[src/ips_pkg.sv]
// shared types, codes and defaults for the integer pixel replication scaler
// no dependencies; used by every module of the block
`default_nettype none

package ips_pkg;

    // default sizing of the block
    localparam int unsigned DEF_MAX_WIDTH  = 1024;
    localparam int unsigned DEF_MAX_SCALE  = 100;
    localparam int unsigned DEF_MAX_HEIGHT = 4096;

    // register field widths
    localparam int unsigned SCALE_W  = 7;
    localparam int unsigned WIDTH_W  = 11;
    localparam int unsigned HEIGHT_W = 13;
    localparam int unsigned CFG_DW   = 13;
    localparam int unsigned CFG_IW   = 2;

    // pixel layout
    localparam int unsigned CHAN_W  = 8;
    localparam int unsigned PIXEL_W = 3 * CHAN_W;

    // register reset values before clamping
    localparam int unsigned RST_SCALE  = 1;
    localparam int unsigned RST_WIDTH  = 1024;
    localparam int unsigned RST_HEIGHT = 1;

    // register indexes
    localparam logic [CFG_IW-1:0] REG_SCALE  = 2'd0;
    localparam logic [CFG_IW-1:0] REG_WIDTH  = 2'd1;
    localparam logic [CFG_IW-1:0] REG_HEIGHT = 2'd2;

    // operation codes
    localparam logic OP_LOAD = 1'b0;
    localparam logic OP_PULL = 1'b1;

    typedef enum logic [1:0] {
        ST_OK    = 2'd0,
        ST_BUSY  = 2'd1,
        ST_EMPTY = 2'd2
    } t_status;

    // clamped register values
    typedef struct packed {
        logic [SCALE_W-1:0]  scale;
        logic [WIDTH_W-1:0]  width;
        logic [HEIGHT_W-1:0] height;
    } t_cfg;

    // per-item result control from the sequencer
    typedef struct packed {
        t_status status;
        logic    pull_ok;
        logic    eor;
        logic    eof;
    } t_info;

endpackage

`default_nettype wire

[src/ips_cfg.sv]
// configuration registers of the scaler, clamped into their legal range on write
// depends on ips_pkg
`default_nettype none

module ips_cfg #(
    parameter int unsigned MAX_WIDTH  = ips_pkg::DEF_MAX_WIDTH,
    parameter int unsigned MAX_SCALE  = ips_pkg::DEF_MAX_SCALE,
    parameter int unsigned MAX_HEIGHT = ips_pkg::DEF_MAX_HEIGHT
) (
    input  wire logic                        i_clk,
    input  wire logic                        i_rst_n,
    input  wire logic                        i_cfg_we,
    input  wire logic [ips_pkg::CFG_IW-1:0]  i_cfg_index,
    input  wire logic [ips_pkg::CFG_DW-1:0]  i_cfg_data,
    output ips_pkg::t_cfg                    o_cfg
);

    // zero acts as one, anything above the top acts as the top
    function automatic int unsigned clamp_val(int unsigned v, int unsigned top);
        int unsigned res;
        res = v;
        if (v == 0) begin
            res = 1;
        end else if (v > top) begin
            res = top;
        end
        return res;
    endfunction

    ips_pkg::t_cfg r_cfg;

    always_ff @(posedge i_clk) begin
        if (!i_rst_n) begin
            r_cfg.scale  <= ips_pkg::SCALE_W'(clamp_val(ips_pkg::RST_SCALE, MAX_SCALE));
            r_cfg.width  <= ips_pkg::WIDTH_W'(clamp_val(ips_pkg::RST_WIDTH, MAX_WIDTH));
            r_cfg.height <= ips_pkg::HEIGHT_W'(clamp_val(ips_pkg::RST_HEIGHT, MAX_HEIGHT));
        end else if (i_cfg_we) begin
            unique case (i_cfg_index)
                ips_pkg::REG_SCALE: begin
                    r_cfg.scale <= ips_pkg::SCALE_W'(clamp_val(
                        32'(i_cfg_data[ips_pkg::SCALE_W-1:0]), MAX_SCALE));
                end
                ips_pkg::REG_WIDTH: begin
                    r_cfg.width <= ips_pkg::WIDTH_W'(clamp_val(
                        32'(i_cfg_data[ips_pkg::WIDTH_W-1:0]), MAX_WIDTH));
                end
                ips_pkg::REG_HEIGHT: begin
                    r_cfg.height <= ips_pkg::HEIGHT_W'(clamp_val(
                        32'(i_cfg_data[ips_pkg::HEIGHT_W-1:0]), MAX_HEIGHT));
                end
                default: begin
                    r_cfg <= r_cfg;
                end
            endcase
        end
    end

    assign o_cfg = r_cfg;

endmodule

`default_nettype wire

[config.mk]
export PLATFORM = sky130hd
export DESIGN_NAME = ips_cfg
export DESIGN_NICKNAME = d
export VERILOG_FILES = /design/src/ips_pkg.sv /design/src/ips_cfg.sv
export SDC_FILE = /design/constraint.sdc
export NUM_CORES = 1
export LEC_CHECK = 0
export BUFFER_PORTS_ARGS = -buffer_cell sky130_fd_sc_hd__buf_2
export CELL_PAD_IN_SITES_DETAIL_PLACEMENT = 1
export CELL_PAD_IN_SITES_GLOBAL_PLACEMENT = 2
export CORE_ASPECT_RATIO = 1.1
export CORE_MARGIN = 1.5
export CORE_UTILIZATION = 27
export CTS_CLUSTER_SIZE = 40
export DETAILED_ROUTE_END_ITERATION = 10
export PLACE_DENSITY = 0.8
export SYNTH_ARGS = -nofsm -noshare
export SYNTH_HDL_FRONTEND = slang
export SYNTH_SLANG_ARGS = --single-unit
[constraint.sdc]
create_clock -name i_clk -period 1.18 [get_ports i_clk]
set_input_delay 0.236 -clock i_clk [delete_from_list [all_inputs] [get_ports i_clk]]
set_output_delay 0.236 -clock i_clk [all_outputs]
set_load 0.1 [all_outputs]
==> metrics.txt, run 1 <==
Hold-fix buffers, CTS 0; vias in the first global route 1440; routed vias 1285; Total GRT Usage 16.80%; Seq. cell area 659.4 um2; root buffer cell clkbuf_8; crit-path leading delay family flip-flops; HP Class in -> reg; drt initial violations 40; worst path cell trace buf_12; CP Capture Type primary output; CP peak stage delay around 360 ps; Seq pwr share 45.1%; FFs w/ async S/R, synth 0%; Ports 49; grt total ovfl 0; sequential-to-total area share from yosys stat 47.06%; CP bufs+invs 1; number of flip-flops in the largest register 31; drt pass-1 iters 4; FP Rows 26; Final Util 48.66%; clock-pin slew on the worst setup and hold paths 70 ps; Pwr Density 1082 mW/mm2; Critical Path Source Type flip-flop; CTS Sinks 31; Synth Instances 143; NumNets Final 219; Die Y 76.30 um; Max Freq approximately 940 MHz; setup violators final 0; cts bufs inserted 5; TritonCTS clock tree yes; Wirelength per Cell ~16 um; EDFF count, synth 0; WL final a little over 4000 um; Peak VDD IR 0.6412 mV; ant diodes 0; RSZ-0062 raised after global routing false; initial antenna violation count 0; slew of the pin with the lowest slew margin about 390 ps; WP data required 940 ps; crit share post-route 90.53%; Logic pwr share 22.1%; Crit Path Class reg -> out; Post-Synth Simple-Gate Area 29.22%; post-synthesis mux area share 0%; main combinational cell family by area after synthesis simple AND/OR/NAND/NOR gates; clk_skew 0 ps; CTS H-tree lvls 2; Yosys warnings 0; post-CTS resize count 0; Synth cell types 29; final instance area 0.002280 mm2; Area Overhead vs Synth 72.87%; Max-cap violations 0; Setup Buffers After CTS 0; Pins Over Slew Limit 0; antenna-violating nets left 0; cell-internal power 0.001702 W; Via density about 5; Synth Register Bits 31; Mapped Avg Cell Area 9.222 um2; drc violations 0; Leak Pwr 0.8581 nW; FILL cells 530; footprint of the multi-input gates 655.6 um2; Starting Density 28.15%; global-route wire length before repair just over 7000 um; layout cell share with drive strength beyond 1 48.51%; GPL Wtd Cong 0.8065; area share of fa/ha/maj cells after synthesis 0%; final HPWL from detailed placement between 3000 and 4000 um; slew margin rel. approximately three quarters; Synth Area in Compound Gates 20.49%; Slowest-stage cell, CP dfxtp_2; net switching share of the total power 31.00%; clock latency on the worst-skew pair 290 ps; die width 69.64 um; die area 0.005313 mm2; port buffer count 48; Netlist Area Pre-Place 0.001319 mm2; count of final hold-check violations 0; crit path DAT between 800 and 900 ps; XOR/XNOR share of the synthesized area 0%; core area roughly 0.0047 mm2; Max clock buf depth 2; CP max FO 2; sw power 0.0007647 W; Final min period roughly 1100 ps; Clock Power Share 32.8%; syn_nets 161; status finished clean; largest net degree at the start of global routing 17; ys flop type dfxtp_1; Cell Area, Placed 0.002198 mm2
logic make-up (layout without fill, tap and decap cells):
group	count (synthesis)	in the layout
buffers and inverters	8	67
and+or+nand+nor	69	69
DFF	31	31
AOI/OAI and AO/OA	35	35
power groups by stage:
stage	sequential, W	combinational, W	clock [W]
floorplan	0.00132	0.000110	0
global placement	0.00113	0.000536	0
detailed placement	0.00114	0.000549	0
CTS	0.00111	0.000550	0.000841
global route	0.00111	0.000572	0.000893
finish	0.00111	0.000546	0.000809
cell type report:
class | instances | area share (%)
Multi-Input combinational cell | 104 | 28.76
Clock inverter | 1 | 0.2195
Clock buffer | 7 | 3.348
Tap cell | 56 | 3.074
Sequential cell | 31 | 28.92
Timing Repair Buffer | 59 | 35.68
through the flow:
stage          instances  power [W]  TNS (ps)  hold WS, ps  setup WS [ps]
2_1_floorplan        143   0.001433         0        373.4          173.3
3_3_place_gp         250   0.001671         0        464.6          51.95
3_5_place_dp         250   0.001685    -16.85        466.8         -13.61
4_1_cts              258   0.002503         0        237.3          101.2
5_1_grt              258   0.002579         0        244.1          85.25
6_report             258   0.002467         0        237.7          111.7
synthesized netlist by cell type, drive strengths merged, types with 3 or more instances:
master | count | area, um2
nor3 | 4 | 20.02
a32o | 3 | 30.03
dfxtp | 31 | 620.6
nand2 | 30 | 112.6
nand3 | 4 | 20.02
nor2 | 3 | 11.26
buf | 3 | 23.77
clkbuf | 5 | 18.77
nand3b | 19 | 142.6
a21boi | 23 | 172.7
cells in the final DEF (no fill, tap or decap), drive strengths merged, types with 3 or more instances in the layout:
master,netlist,routed
buf,3,59
dfxtp,31,31
nand2,30,30
a21boi,23,23
nand3b,19,19
clkbuf,5,7
nor3,4,4
nand3,4,4
nor2,3,3
a32o,3,3
worst paths after layout:
kind,slack [ps],cells after the start,endpoint,startpoint
worst min-delay path,240,2,o_cfg[4]$_SDFFE_PN0P_,i_cfg_data[4]
worst max register to register,450,2,o_cfg[24]$_SDFFE_PN1P_,o_cfg[24]$_SDFFE_PN1P_
worst max-delay path,110,1,o_cfg[4],o_cfg[4]$_SDFFE_PN0P_
worst min register to register,480,2,o_cfg[20]$_SDFFE_PN0P_,o_cfg[20]$_SDFFE_PN0P_
per-layer routing:
| metal | track usage (%) | vias up | part of all wire [%] | wire [um] |
|---|---|---|---|---|
| met4 | 5.769 | 0 | 1.5 | 62 |
| met2 | 31.15 | 32 | 52 | 2163 |
| met1 | 18.43 | 621 | 42 | 1726 |
| li1 | - | 625 | - | - |
| met3 | 4.233 | 7 | 4.5 | 186 |
| met5 | 0 | - | 0 | 0 |
Power figures use the tool's default switching activity.
==> run 2: changes to the inputs <==
--- a/config.mk
+++ b/config.mk
@@ -10,10 +10,11 @@
 export CELL_PAD_IN_SITES_GLOBAL_PLACEMENT = 2
 export CORE_ASPECT_RATIO = 1.1
 export CORE_MARGIN = 1.5
-export CORE_UTILIZATION = 27
+export CORE_UTILIZATION = 29
+export CTS_BUF_LIST = sky130_fd_sc_hd__clkbuf_2 sky130_fd_sc_hd__clkbuf_4 sky130_fd_sc_hd__clkbuf_8
 export CTS_CLUSTER_SIZE = 40
 export DETAILED_ROUTE_END_ITERATION = 10
-export PLACE_DENSITY = 0.8
+export PLACE_DENSITY_LB_ADDON = 0.1
 export SYNTH_ARGS = -nofsm -noshare
 export SYNTH_HDL_FRONTEND = slang
 export SYNTH_SLANG_ARGS = --single-unit
==> run 2 against run 1 <==
Compared with the run above: via count rose by 0.23%; routed wire length shrank 3.8%; non-clock buffer count stayed put; flip-flop and latch count unchanged; global-route usage grew 1.8 points; die area is 6.6% lower; final area shrank 0.93%; largest cell class unchanged; highest routed layer unchanged.
==> metrics.txt, run 2 (same netlist as run 1, synthesis figures left out) <==
status finished clean; drt pass-1 iters 5 (+1); final HPWL from detailed placement 3101 um (-6.3%); most frequent cells in the layout dfxtp_2, buf_12, nand2_1, nand3b_1, buf_2; drt initial violations 60 (+50%); Via density 5.051 (+1.4%); antenna-violating nets left 0 (unchanged); Die Y 73.73 um (-3.4%); port buffer count 48 (unchanged); Max Freq 944.8 MHz (+0.93%); ant diodes 0 (unchanged); HP Class in -> reg; Setup Buffers After CTS 0 (unchanged); setup violators final 0 (unchanged); FP Rows 25 (-3.8%); crit share post-route 89.70% (-0.84 points); worst r2r path cells 2 (unchanged); worst slack at placement 6.326 ps (+19.93 ps); final instance area 0.002258 mm2 (-0.93%); Ports 49 (unchanged); WP data required 940 ps (about the same); WL final 3979 um (-3.8%); vias in the first global route 1348 (-6.4%); clock-pin slew on the worst setup and hold paths 70 ps (about the same); die width 67.30 um (-3.4%); number of flip-flops in the largest register 31 (unchanged); Area Overhead vs Synth 71.25%; Leak Pwr 0.8547 nW (-0.40%); post-CTS resize count 0 (unchanged); clk_skew 0 ps (unchanged); worst setup margin 121.6 ps (+9.856 ps); core area 0.004348 mm2 (-7.2%); initial antenna violation count 0 (unchanged); placed insts 248 (-0.80%); Crit Path Class reg -> out; NumNets Final 219 (unchanged); TritonCTS clock tree yes; crit path DAT 820 ps (about the same); count of final hold-check violations 0 (unchanged); root buffer cell clkbuf_8; Starting Density 30.33% (+2.2 points); worst path cell trace buf_12; Max clock buf depth 2 (unchanged); CP peak stage delay 360 ps (about the same); Peak VDD IR 0.6243 mV (-2.6%); slew margin rel. 77.58% (+4.2 points); layout cell share with drive strength beyond 1 49.25% (+0.74 points); CP bufs+invs 1 (unchanged); routed vias 1288 (+0.23%); Max-cap violations 0 (unchanged); Layout Cells excl Fill 255 (-1.2%); grt total ovfl 0 (unchanged); CP max FO 2 (unchanged); Wirelength per Cell 15.60 um (-2.7%); CP Depth 1 (unchanged); CTS H-tree lvls 2 (unchanged); Hold-fix buffers, CTS 0 (unchanged); crit-path leading delay family flip-flops; global-route wire length before repair 6706 um (-5.2%); drc violations 0 (unchanged); GPL Wtd Cong 0.7851 (-2.7%); RSZ-0062 raised after global routing false; slew of the pin with the lowest slew margin 331.0 ps (-62.51 ps); final setup TNS 0 ps (unchanged); Final min period 1058 ps (-9.856 ps); CP Capture Type primary output; Total GRT Usage 18.61% (+1.8 points); Pwr Density 1102 mW/mm2 (+1.8%); die area 0.004961 mm2 (-6.6%); Hold Path Stages 3 (+1); CTS Sinks 31 (unchanged); clock latency on the worst-skew pair 280 ps (about the same); largest net degree at the start of global routing 19 (+2); cts bufs inserted 5 (unchanged); Slowest-stage cell, CP dfxtp_2; Pins Over Slew Limit 0 (unchanged); Critical Path Source Type flip-flop; Cell Area, Placed 0.002171 mm2 (-1.3%); WHS 244.5 ps (+6.844 ps)
-- run 2: cell types whose count changed in the layout (fill, tap and decap cells not counted), sizes merged --
cell / before / now
clkbuf: 7 / 6
-- run 2: final timing paths --
check | start | to | slack [ps]
max | o_cfg[14]$_SDFFE_PN0P_ | o_cfg[14] | 120
min | i_cfg_data[11] | o_cfg[11]$_SDFFE_PN0P_ | 240
max reg2reg | o_cfg[24]$_SDFFE_PN1P_ | o_cfg[24]$_SDFFE_PN1P_ | 480
min reg2reg | o_cfg[18]$_SDFFE_PN0P_ | o_cfg[18]$_SDFFE_PN0P_ | 470
-- run 2: worst min-delay path, stage by stage --
cell	delay, ps
buf_2	110
nand3b_1	70
a21boi_0	70
-- run 2: report_power, final --
group	switching [W]	total [W]	internal [W]
sequential	0.0000309	0.00111	0.00108
clock	0.000384	0.000840	0.000457
combinational	0.000336	0.000536	0.000200
-- run 2: layout make-up --
class / instances / area [um2]
clock buffer: 6 / 82.58
clock inverter: 1 / 5.005
fill: 468 / 2090
multi-input combinational: 104 / 655.6
sequential: 31 / 659.4
tap: 54 / 67.56
timing repair buffer: 59 / 788.3
-- run 2: routing by layer --
layer	vias up	track usage (%)	wire length, um
met1	622	21.93	1683
met3	4	6.585	202
met2	36	30.91	2063
met5	-	0	0
li1	626	-	-
met4	0	6.803	29
-- run 2: through the flow --
| stage | power, W | util (%) |
|---|---|---|
| after global placement | 0.001667 | 49.93 |
| final | 0.002488 | 51.94 |
| after global routing | 0.002603 | 51.94 |
| after detailed placement | 0.001675 | 49.93 |
| after CTS | 0.002522 | 51.94 |
| after floorplan | 0.001433 | - |
