## src/ips_pkg.sv

```systemverilog
// shared types, codes and defaults for the integer pixel replication scaler
// no dependencies; used by every module of the block
`default_nettype none

package ips_pkg;

    // default sizing of the block
    localparam int unsigned DEF_MAX_WIDTH  = 1024;
    localparam int unsigned DEF_MAX_SCALE  = 100;
    localparam int unsigned DEF_MAX_HEIGHT = 4096;

    // register field widths
    localparam int unsigned SCALE_W  = 7;
    localparam int unsigned WIDTH_W  = 11;
    localparam int unsigned HEIGHT_W = 13;
    localparam int unsigned CFG_DW   = 13;
    localparam int unsigned CFG_IW   = 2;

    // pixel layout
    localparam int unsigned CHAN_W  = 8;
    localparam int unsigned PIXEL_W = 3 * CHAN_W;

    // register reset values before clamping
    localparam int unsigned RST_SCALE  = 1;
    localparam int unsigned RST_WIDTH  = 1024;
    localparam int unsigned RST_HEIGHT = 1;

    // register indexes
    localparam logic [CFG_IW-1:0] REG_SCALE  = 2'd0;
    localparam logic [CFG_IW-1:0] REG_WIDTH  = 2'd1;
    localparam logic [CFG_IW-1:0] REG_HEIGHT = 2'd2;

    // operation codes
    localparam logic OP_LOAD = 1'b0;
    localparam logic OP_PULL = 1'b1;

    typedef enum logic [1:0] {
        ST_OK    = 2'd0,
        ST_BUSY  = 2'd1,
        ST_EMPTY = 2'd2
    } t_status;

    // clamped register values
    typedef struct packed {
        logic [SCALE_W-1:0]  scale;
        logic [WIDTH_W-1:0]  width;
        logic [HEIGHT_W-1:0] height;
    } t_cfg;

    // per-item result control from the sequencer
    typedef struct packed {
        t_status status;
        logic    pull_ok;
        logic    eor;
        logic    eof;
    } t_info;

endpackage

`default_nettype wire

```

## src/ips_ctrl.sv

```systemverilog
// load and pull sequencer: column, repeat and row counters, line store addressing
// depends on ips_pkg
`default_nettype none

module ips_ctrl #(
    parameter int unsigned MAX_WIDTH  = ips_pkg::DEF_MAX_WIDTH,
    parameter int unsigned MAX_SCALE  = ips_pkg::DEF_MAX_SCALE,
    parameter int unsigned MAX_HEIGHT = ips_pkg::DEF_MAX_HEIGHT,
    parameter int unsigned AW         = (MAX_WIDTH > 1) ? $clog2(MAX_WIDTH) : 1
) (
    input  wire logic          i_clk,
    input  wire logic          i_rst_n,
    input  wire logic          i_fire,
    input  wire logic          i_op,
    input  ips_pkg::t_cfg      i_cfg,
    output logic               o_wr_en,
    output logic [AW-1:0]      o_wr_addr,
    output logic [AW-1:0]      o_rd_addr,
    output ips_pkg::t_info     o_info
);

    localparam int unsigned SW = (MAX_SCALE > 1) ? $clog2(MAX_SCALE) : 1;
    localparam int unsigned HW = (MAX_HEIGHT > 1) ? $clog2(MAX_HEIGHT) : 1;

    logic          r_row_ready, n_row_ready;
    logic [AW-1:0] r_load_col,  n_load_col;
    logic [AW-1:0] r_read_col,  n_read_col;
    logic [SW-1:0] r_hrep,      n_hrep;
    logic [SW-1:0] r_vrep,      n_vrep;
    logic [HW-1:0] r_src_row,   n_src_row;

    logic          w_last_rep, w_last_col, w_last_vrep, w_last_row;
    logic [AW:0]   w_load_next;

    // counters that overshoot a shrunk register count as the last position
    assign w_last_rep  = 32'(r_hrep) + 32'd1 >= 32'(i_cfg.scale);
    assign w_last_col  = 32'(r_read_col) + 32'd1 >= 32'(i_cfg.width);
    assign w_last_vrep = 32'(r_vrep) + 32'd1 >= 32'(i_cfg.scale);
    assign w_last_row  = 32'(r_src_row) + 32'd1 >= 32'(i_cfg.height);
    assign w_load_next = {1'b0, r_load_col} + (AW+1)'(1);

    always_comb begin
        n_row_ready = r_row_ready;
        n_load_col  = r_load_col;
        n_read_col  = r_read_col;
        n_hrep      = r_hrep;
        n_vrep      = r_vrep;
        n_src_row   = r_src_row;
        o_wr_en     = 1'b0;
        o_info      = '{status: ips_pkg::ST_OK, pull_ok: 1'b0, eor: 1'b0, eof: 1'b0};

        if (i_op == ips_pkg::OP_LOAD) begin
            if (r_row_ready) begin
                o_info.status = ips_pkg::ST_BUSY;
            end else begin
                o_wr_en = i_fire;
                if (32'(w_load_next) >= 32'(i_cfg.width)) begin
                    n_load_col  = '0;
                    n_row_ready = 1'b1;
                    n_read_col  = '0;
                    n_hrep      = '0;
                    n_vrep      = '0;
                end else begin
                    n_load_col = w_load_next[AW-1:0];
                end
            end
        end else if (!r_row_ready) begin
            o_info.status = ips_pkg::ST_EMPTY;
        end else begin
            o_info.pull_ok = 1'b1;
            o_info.eor     = w_last_rep && w_last_col;
            o_info.eof     = w_last_rep && w_last_col && w_last_vrep && w_last_row;
            if (!w_last_rep) begin
                n_hrep = r_hrep + SW'(1);
            end else begin
                n_hrep = '0;
                if (!w_last_col) begin
                    n_read_col = r_read_col + AW'(1);
                end else begin
                    n_read_col = '0;
                    if (!w_last_vrep) begin
                        n_vrep = r_vrep + SW'(1);
                    end else begin
                        n_vrep      = '0;
                        n_row_ready = 1'b0;
                        n_src_row   = w_last_row ? '0 : r_src_row + HW'(1);
                    end
                end
            end
        end
    end

    always_ff @(posedge i_clk) begin
        if (!i_rst_n) begin
            r_row_ready <= 1'b0;
            r_load_col  <= '0;
            r_read_col  <= '0;
            r_hrep      <= '0;
            r_vrep      <= '0;
            r_src_row   <= '0;
        end else if (i_fire) begin
            r_row_ready <= n_row_ready;
            r_load_col  <= n_load_col;
            r_read_col  <= n_read_col;
            r_hrep      <= n_hrep;
            r_vrep      <= n_vrep;
            r_src_row   <= n_src_row;
        end
    end

    assign o_wr_addr = r_load_col;
    assign o_rd_addr = r_read_col;

endmodule

`default_nettype wire

```

## config.mk

```make
export PLATFORM = sky130hd
export DESIGN_NAME = ips_ctrl
export DESIGN_NICKNAME = d
export VERILOG_FILES = /design/src/ips_pkg.sv /design/src/ips_ctrl.sv
export SDC_FILE = /design/constraint.sdc
export NUM_CORES = 1
export LEC_CHECK = 0
export ABC_AREA = 0
export BUFFER_PORTS_ARGS = -buffer_cell sky130_fd_sc_hd__buf_2
export CAP_MARGIN = 20
export CELL_PAD_IN_SITES_DETAIL_PLACEMENT = 1
export CELL_PAD_IN_SITES_GLOBAL_PLACEMENT = 2
export CORE_MARGIN = 10
export CORE_UTILIZATION = 30
export CTS_BUF_LIST = sky130_fd_sc_hd__clkbuf_4 sky130_fd_sc_hd__clkbuf_8
export CTS_CLUSTER_SIZE = 28
export DETAILED_ROUTE_END_ITERATION = 10
export GPL_TIMING_DRIVEN = 0
export PLACE_DENSITY = 0.72
export SETUP_SLACK_MARGIN = 0.02
export SYNTH_ARGS = -nofsm -noshare
export SYNTH_HDL_FRONTEND = slang
export SYNTH_SLANG_ARGS = --single-unit
```

## constraint.sdc

```tcl
create_clock -name i_clk -period 3.55 [get_ports i_clk]
set_input_delay 0.5325 -clock i_clk [delete_from_list [all_inputs] [get_ports i_clk]]
set_output_delay 0.5325 -clock i_clk [all_outputs]
set_load 0.01 [all_outputs]
```

==> results.txt, run 1 <==
Critical Path Sink Type -> primary output
area leader, netlist -> dfxtp_1
largest family of logic cells by synthesized area -> simple AND/OR/NAND/NOR gates
final worst slack -> 0.0580 ns
Nets -> 688
Synth Area in Simple Gates -> 24.2%
peak supply drop -> 102 uV
number of flops mapped to enable cells by yosys -> 0
Slew @ Worst Pin -> 0.665 ns
proportion of synthesized area in mux cells -> 0.746%
synth top area cells -> dfxtp_1, ha_1, a21oi_1
Post-Synthesis Cell Area -> 4030 um2
die height -> 136 um
CTS clk-pin slew, worst paths -> 0.09 ns
overall die area -> 18400 um2
post-synthesis sequential area ratio -> 23.4%
register area -> 961 um2
HP Class -> reg2reg
unrepaired setup endpoints after global routing -> true
Max-cap violations -> 0
Post-Synthesis Net Count -> 602
WL final -> 12.9 mm
GRT Overall Usage -> 14.4%
Synth top area share -> 23.4%
vias in the first global route -> 4325
antenna violations before repair -> 0
area grow syn2layout -> 23.2%
Post-synth top cells -> ha_1, nand2_1, dfxtp_1
clk_skew -> 0.00652 ns
post-synthesis compound-gate area fraction -> 21.6%
register bit total from synthesis -> 47
highest clock rate -> 0.286 GHz
antenna viol nets, final -> 0
grt total ovfl -> 0
crit path DAT -> 2.96 ns
Residual DRC -> 0
Mean Syn Cell Area -> 7.85 um2
Skew-Pair Late Insertion Delay -> 0.33 ns
initial DRC count -> 123
crit path time final -> 3.49 ns
H-tree Lvls -> 2
first drt pass iteration count -> 4
Num CTS Buffers -> 5
pre-CTS setup slack -> -0.369 ns
CP Max Fanout -> 5
Initial Util -> 30.5%
Final HPWL DP -> 10.1 mm
Slew Limit Fails -> 0
final worst-path cycle share -> 98.4%
yosys warns -> 0
Root Buffer -> clkbuf_8
Synth async-reset ratio -> 0%
via count -> 4057
Die X -> 136 um
Worst setup SP type -> flop
status -> finished, final reports clean
largest net degree at the start of global routing -> 13
Crit Path Category -> reg2out
num rows -> 42
Tot Pwr -> 987 uW
core area -> 13200 um2
area occupied by multi-input gates -> 2990 um2
Rel. slew slack -> 55.3%
Netlist cell types -> 63
final hold vios -> 0
Clock Sinks -> 47
PortBufs -> 60
final setup fails -> 0
post-synthesis xor/xnor area fraction -> 7.18%
Syn Inst Count -> 513
RePlAce Congestion -> 0.788
Adder-Cell Fraction of Synth Area -> 16.8%
CTS tree -> yes
filler cell count -> 1645
CTS max path bufs -> 2
Pleak -> 2.20 nW
Main synth FF type -> dfxtp_1
layout cells sized above 1 -> 23.2%
DR vias/cell -> 5.24
Wirelength per Cell -> 16.6 um
number of I/O pins -> 61
critical path data required time -> 3.02 ns
Power Dens Cells -> 199 nW/um2
first-pass GRT wire length -> 21.7 mm
Inserted Diodes -> 0
[report_power, final]
part | total, mW | internal (mW) | switching, mW
Combinational | 0.118 | 0.0454 | 0.0730
Clock | 0.342 | 0.140 | 0.203
Sequential | 0.527 | 0.525 | 0.00185
[logic make-up (layout without fill, tap and decap cells)]
kind of cell	count (synthesis)	after routing
simple gates	188	188
compound gates	130	130
buf+inv	58	143
fa+ha+maj	54	54
flops	47	47
xor+xnor	33	33
mux	3	3
[layout by cell type (no fill, tap or decap), types with 5 or more instances in the layout]
cell type,synthesis,routed
nand3b_1,5,5
nor2b_1,5,5
ha_1,54,49
clkbuf_8,0,6
nand3_1,25,20
o22ai_1,12,12
buf_4,2,20
a21oi_1,43,41
o21ai_0,18,18
a22oi_1,6,6
buf_2,4,63
inv_1,37,37
nand2_1,54,54
dfxtp_1,47,39
xnor2_1,22,20
nand4_1,14,14
o211ai_1,6,6
nand2b_1,7,7
clkbuf_1,11,9
nor2_1,25,22
a211oi_1,7,6
nor3_1,8,7
or3_1,15,15
a21o_1,6,6
xor2_1,11,10
[worst paths after layout]
path	slack, ns	startpoint	cells past startpoint	to
max	0.06	o_rd_addr[1]	12	o_info[0]
max reg2reg	0.31	o_wr_addr[2]	12	r_vrep[0]
min reg2reg	0.50	r_hrep[1]	2	r_hrep[1]
min	0.50	r_hrep[1]	2	r_hrep[1]
[what timing repair did]
item	CTS	global route
hold buffers	0	0
endpoints found under the setup margin	7	34
resized for setup	27	21
setup buffers	12	7
pin swaps	9	10
[stage by stage]
| stage | TNS, ns | util, % | area [um2] | cells | hold WS [ns] |
|---|---|---|---|---|---|
| after floorplan | 0 | - | 4030 | 513 | 0.452 |
| after global routing | -0.129 | 37.6 | 4960 | 774 | 0.532 |
| after CTS | 0 | 36.4 | 4810 | 767 | 0.492 |
| after global placement | -0.356 | 34.5 | 4550 | 749 | 0.470 |
| final | 0 | 37.6 | 4960 | 774 | 0.499 |
| after detailed placement | -0.486 | 34.5 | 4550 | 749 | 0.481 |
[critical path, stage by stage, from the launching register on]
cell and delay (ns):
dfxtp_4 0.38, ha_4 0.15, nand3_4 0.10, or2_4 0.28, xnor2_4 0.14, ha_1 0.30
and3_4 0.20, nand3_2 0.08, o211ai_1 0.26, nand4_1 0.23, buf_6 0.19, a211oi_2 0.17
buf_2 0.16
[registers in the layout, indices dropped and copies added, names as in the netlist]
name and flops:
o_rd_addr 10, r_hrep 7, o_wr_addr 10, r_src_row 12, r_row_ready 1, r_vrep 7
[area by class of cell]
class                           instances  area share [%]
Tap cell                              176            4.44
Clock buffer                            6            1.54
Buffer                                 20            2.45
Inverter                               38            2.93
Timing Repair Buffer                   79            9.01
Sequential cell                        47            19.4
Multi-Input combinational cell        408            60.2
[routing by layer]
metal	global-route usage, %	wire, um	part of all wire, %
met1	17.1	5860	45
met3	2.29	348	2.7
met4	4.78	181	1.4
met2	25.6	6490	50
met5	0	0	0
No activity file was read; power rests on OpenSTA's default activity.
==> run 2: changes to the inputs <==
- clock period: 3.55 -> 3.7 ns (I/O delays scaled with it)
==> run 2 against run 1 <==
Highest routed layer unchanged. Routed wire length is 2.3% lower. Clock power decreased by 3%. Global-route usage shrank 0.28 points.
==> results.txt, run 2 (synthesis gave the netlist of run 1 again) <==
core area -> 13200 um2
reg-to-reg endpoint -> r_hrep[2]
Worst setup SP type -> flop
CTS clk-pin slew, worst paths -> 0.09 ns
commonest cells after routing, fill and taps aside -> buf_2, nand2_1, ha_1
final worst-path cycle share -> 96.1%
filler cell count -> 1642
Largest Register -> r_src_row
RePlAce Congestion -> 0.788
Root Buffer -> clkbuf_8
setup TNS -> 0 ns
Max-cap violations -> 0
Power Dens Cells -> 197 nW/um2
H-tree Lvls -> 2
first drt pass iteration count -> 4
first-pass GRT wire length -> 21.2 mm
Post-DP Area -> 4550 um2
status -> finished, final reports clean
overall die area -> 18400 um2
CP Max Fanout -> 9
Skew-Pair Late Insertion Delay -> 0.33 ns
clk_skew -> 0.00682 ns
Slew @ Worst Pin -> 0.679 ns
commonest non-fill, non-tap cell in the layout -> buf_2
Die X -> 136 um
crit path from -> o_rd_addr[1]
Clock Sinks -> 47
HP Class -> reg2reg
Final HPWL DP -> 10.1 mm
Pleak -> 2.14 nW
Inserted Diodes -> 0
Critical Path Max Stage Delay -> 0.39 ns
crit path cell chain -> ha_4, nand3_4, or2_4, xnor2_1, ha_1, and3_4, nand3_1, o211ai_1, nand4_1, buf_4, inv_2, buf_2
Num CTS Buffers -> 5
Tot Pwr -> 949 uW
grt total ovfl -> 0
CTS max path bufs -> 2
layout cells sized above 1 -> 20.5%
WL final -> 12.6 mm
Initial Util -> 30.5%
Crit-path slowest cell -> dfxtp_4
dpl cells -> 749
final worst slack -> 0.145 ns
CP Capture Point -> o_info[1]
reg2reg path depth -> 12
PortBufs -> 60
Wirelength per Cell -> 16.4 um
DR vias/cell -> 5.23
die height -> 136 um
antenna violations before repair -> 0
crit path DAT -> 3.00 ns
CTS tree -> yes
via count -> 4004
pre-CTS setup slack -> -0.241 ns
max FFs per register -> 12
critical path data required time -> 3.14 ns
Design Area, Final -> 4820 um2
Final Non-Filler Cells -> 766
Critical Path Sink Type -> primary output
crit path time final -> 3.56 ns
largest net degree at the start of global routing -> 13
area grow syn2layout -> 19.8%
Crit Path Category -> reg2out
Rel. slew slack -> 54.3%
peak supply drop -> 98.2 uV
highest clock rate -> 0.281 GHz
initial DRC count -> 141
Nets -> 680
GRT Overall Usage -> 14.1%
vias in the first global route -> 4204
Residual DRC -> 0
worst r2r src -> o_wr_addr[0]
num rows -> 42
final hold vios -> 0
number of I/O pins -> 61
final setup fails -> 0
Slew Limit Fails -> 0
antenna viol nets, final -> 0
r2r setup slk -> 0.36 ns
## run 2: repair_timing
item                                    in CTS  in global routing
hold buffers                                 0                  0
buffers inserted                             4                  7
endpoints found under the hold margin        0                  0
resized for setup                           17                 16
pin swaps                                    2                  9
endpoints found under the setup margin       2                 31
## run 2: metrics by stage
stage	util, %	hold slack, ns
2_1_floorplan	-	0.452
3_3_place_gp	34.5	0.470
3_5_place_dp	34.5	0.481
4_1_cts	35.7	0.492
5_1_grt	36.6	0.537
6_report	36.6	0.499
## run 2: final cells by class
| cell class | instances | area [um2] | share of cell area, % |
|---|---|---|---|
| buffer | 20 | 121 | 2.52 |
| multi-input combinational | 408 | 2930 | 60.7 |
| timing repair buffer | 71 | 383 | 7.94 |
| sequential | 47 | 953 | 19.8 |
| inverter | 38 | 143 | 2.96 |
| tap | 176 | 220 | 4.57 |
| clock buffer | 6 | 76.3 | 1.58 |
## run 2: worst min path at each step
stage                       startpoint  depth (start not counted)  slack, ns            to
after floorplan              r_vrep[1]                          2       0.45     r_vrep[1]
after global placement       r_hrep[6]                          2       0.47     r_hrep[6]
after detailed placement     r_hrep[6]                          2       0.48     r_hrep[6]
after CTS                    r_hrep[6]                          2       0.49     r_hrep[6]
after global routing      o_rd_addr[0]                          2       0.54  o_rd_addr[0]
final                        r_hrep[1]                          2       0.50     r_hrep[1]
## run 2: routing by layer
layer | GRT usage, % | up-vias | wire, um
li1 | - | 2018 | -
met1 | 16.9 | 1933 | 5850
met2 | 24.8 | 43 | 6240
met3 | 2.29 | 10 | 316
met4 | 4.78 | 0 | 181
met5 | 0 | - | 0
## run 2: worst max-delay path, delay by kind of cell (launching register included)
family | cells | cell delay (ns)
AOI/OAI and AO/OA | 1 | 0.27
DFF | 1 | 0.39
and+or+nand+nor | 5 | 0.87
xor gates and xnor gates | 1 | 0.15
buffers and inverters | 3 | 0.50
adders and majority gates | 2 | 0.48
## run 2: power breakdown
part / total (mW) / switching (mW) / internal (mW)
registers: 0.507 / 0.00161 / 0.505
clock network: 0.331 / 0.197 / 0.134
logic: 0.112 / 0.0691 / 0.0428
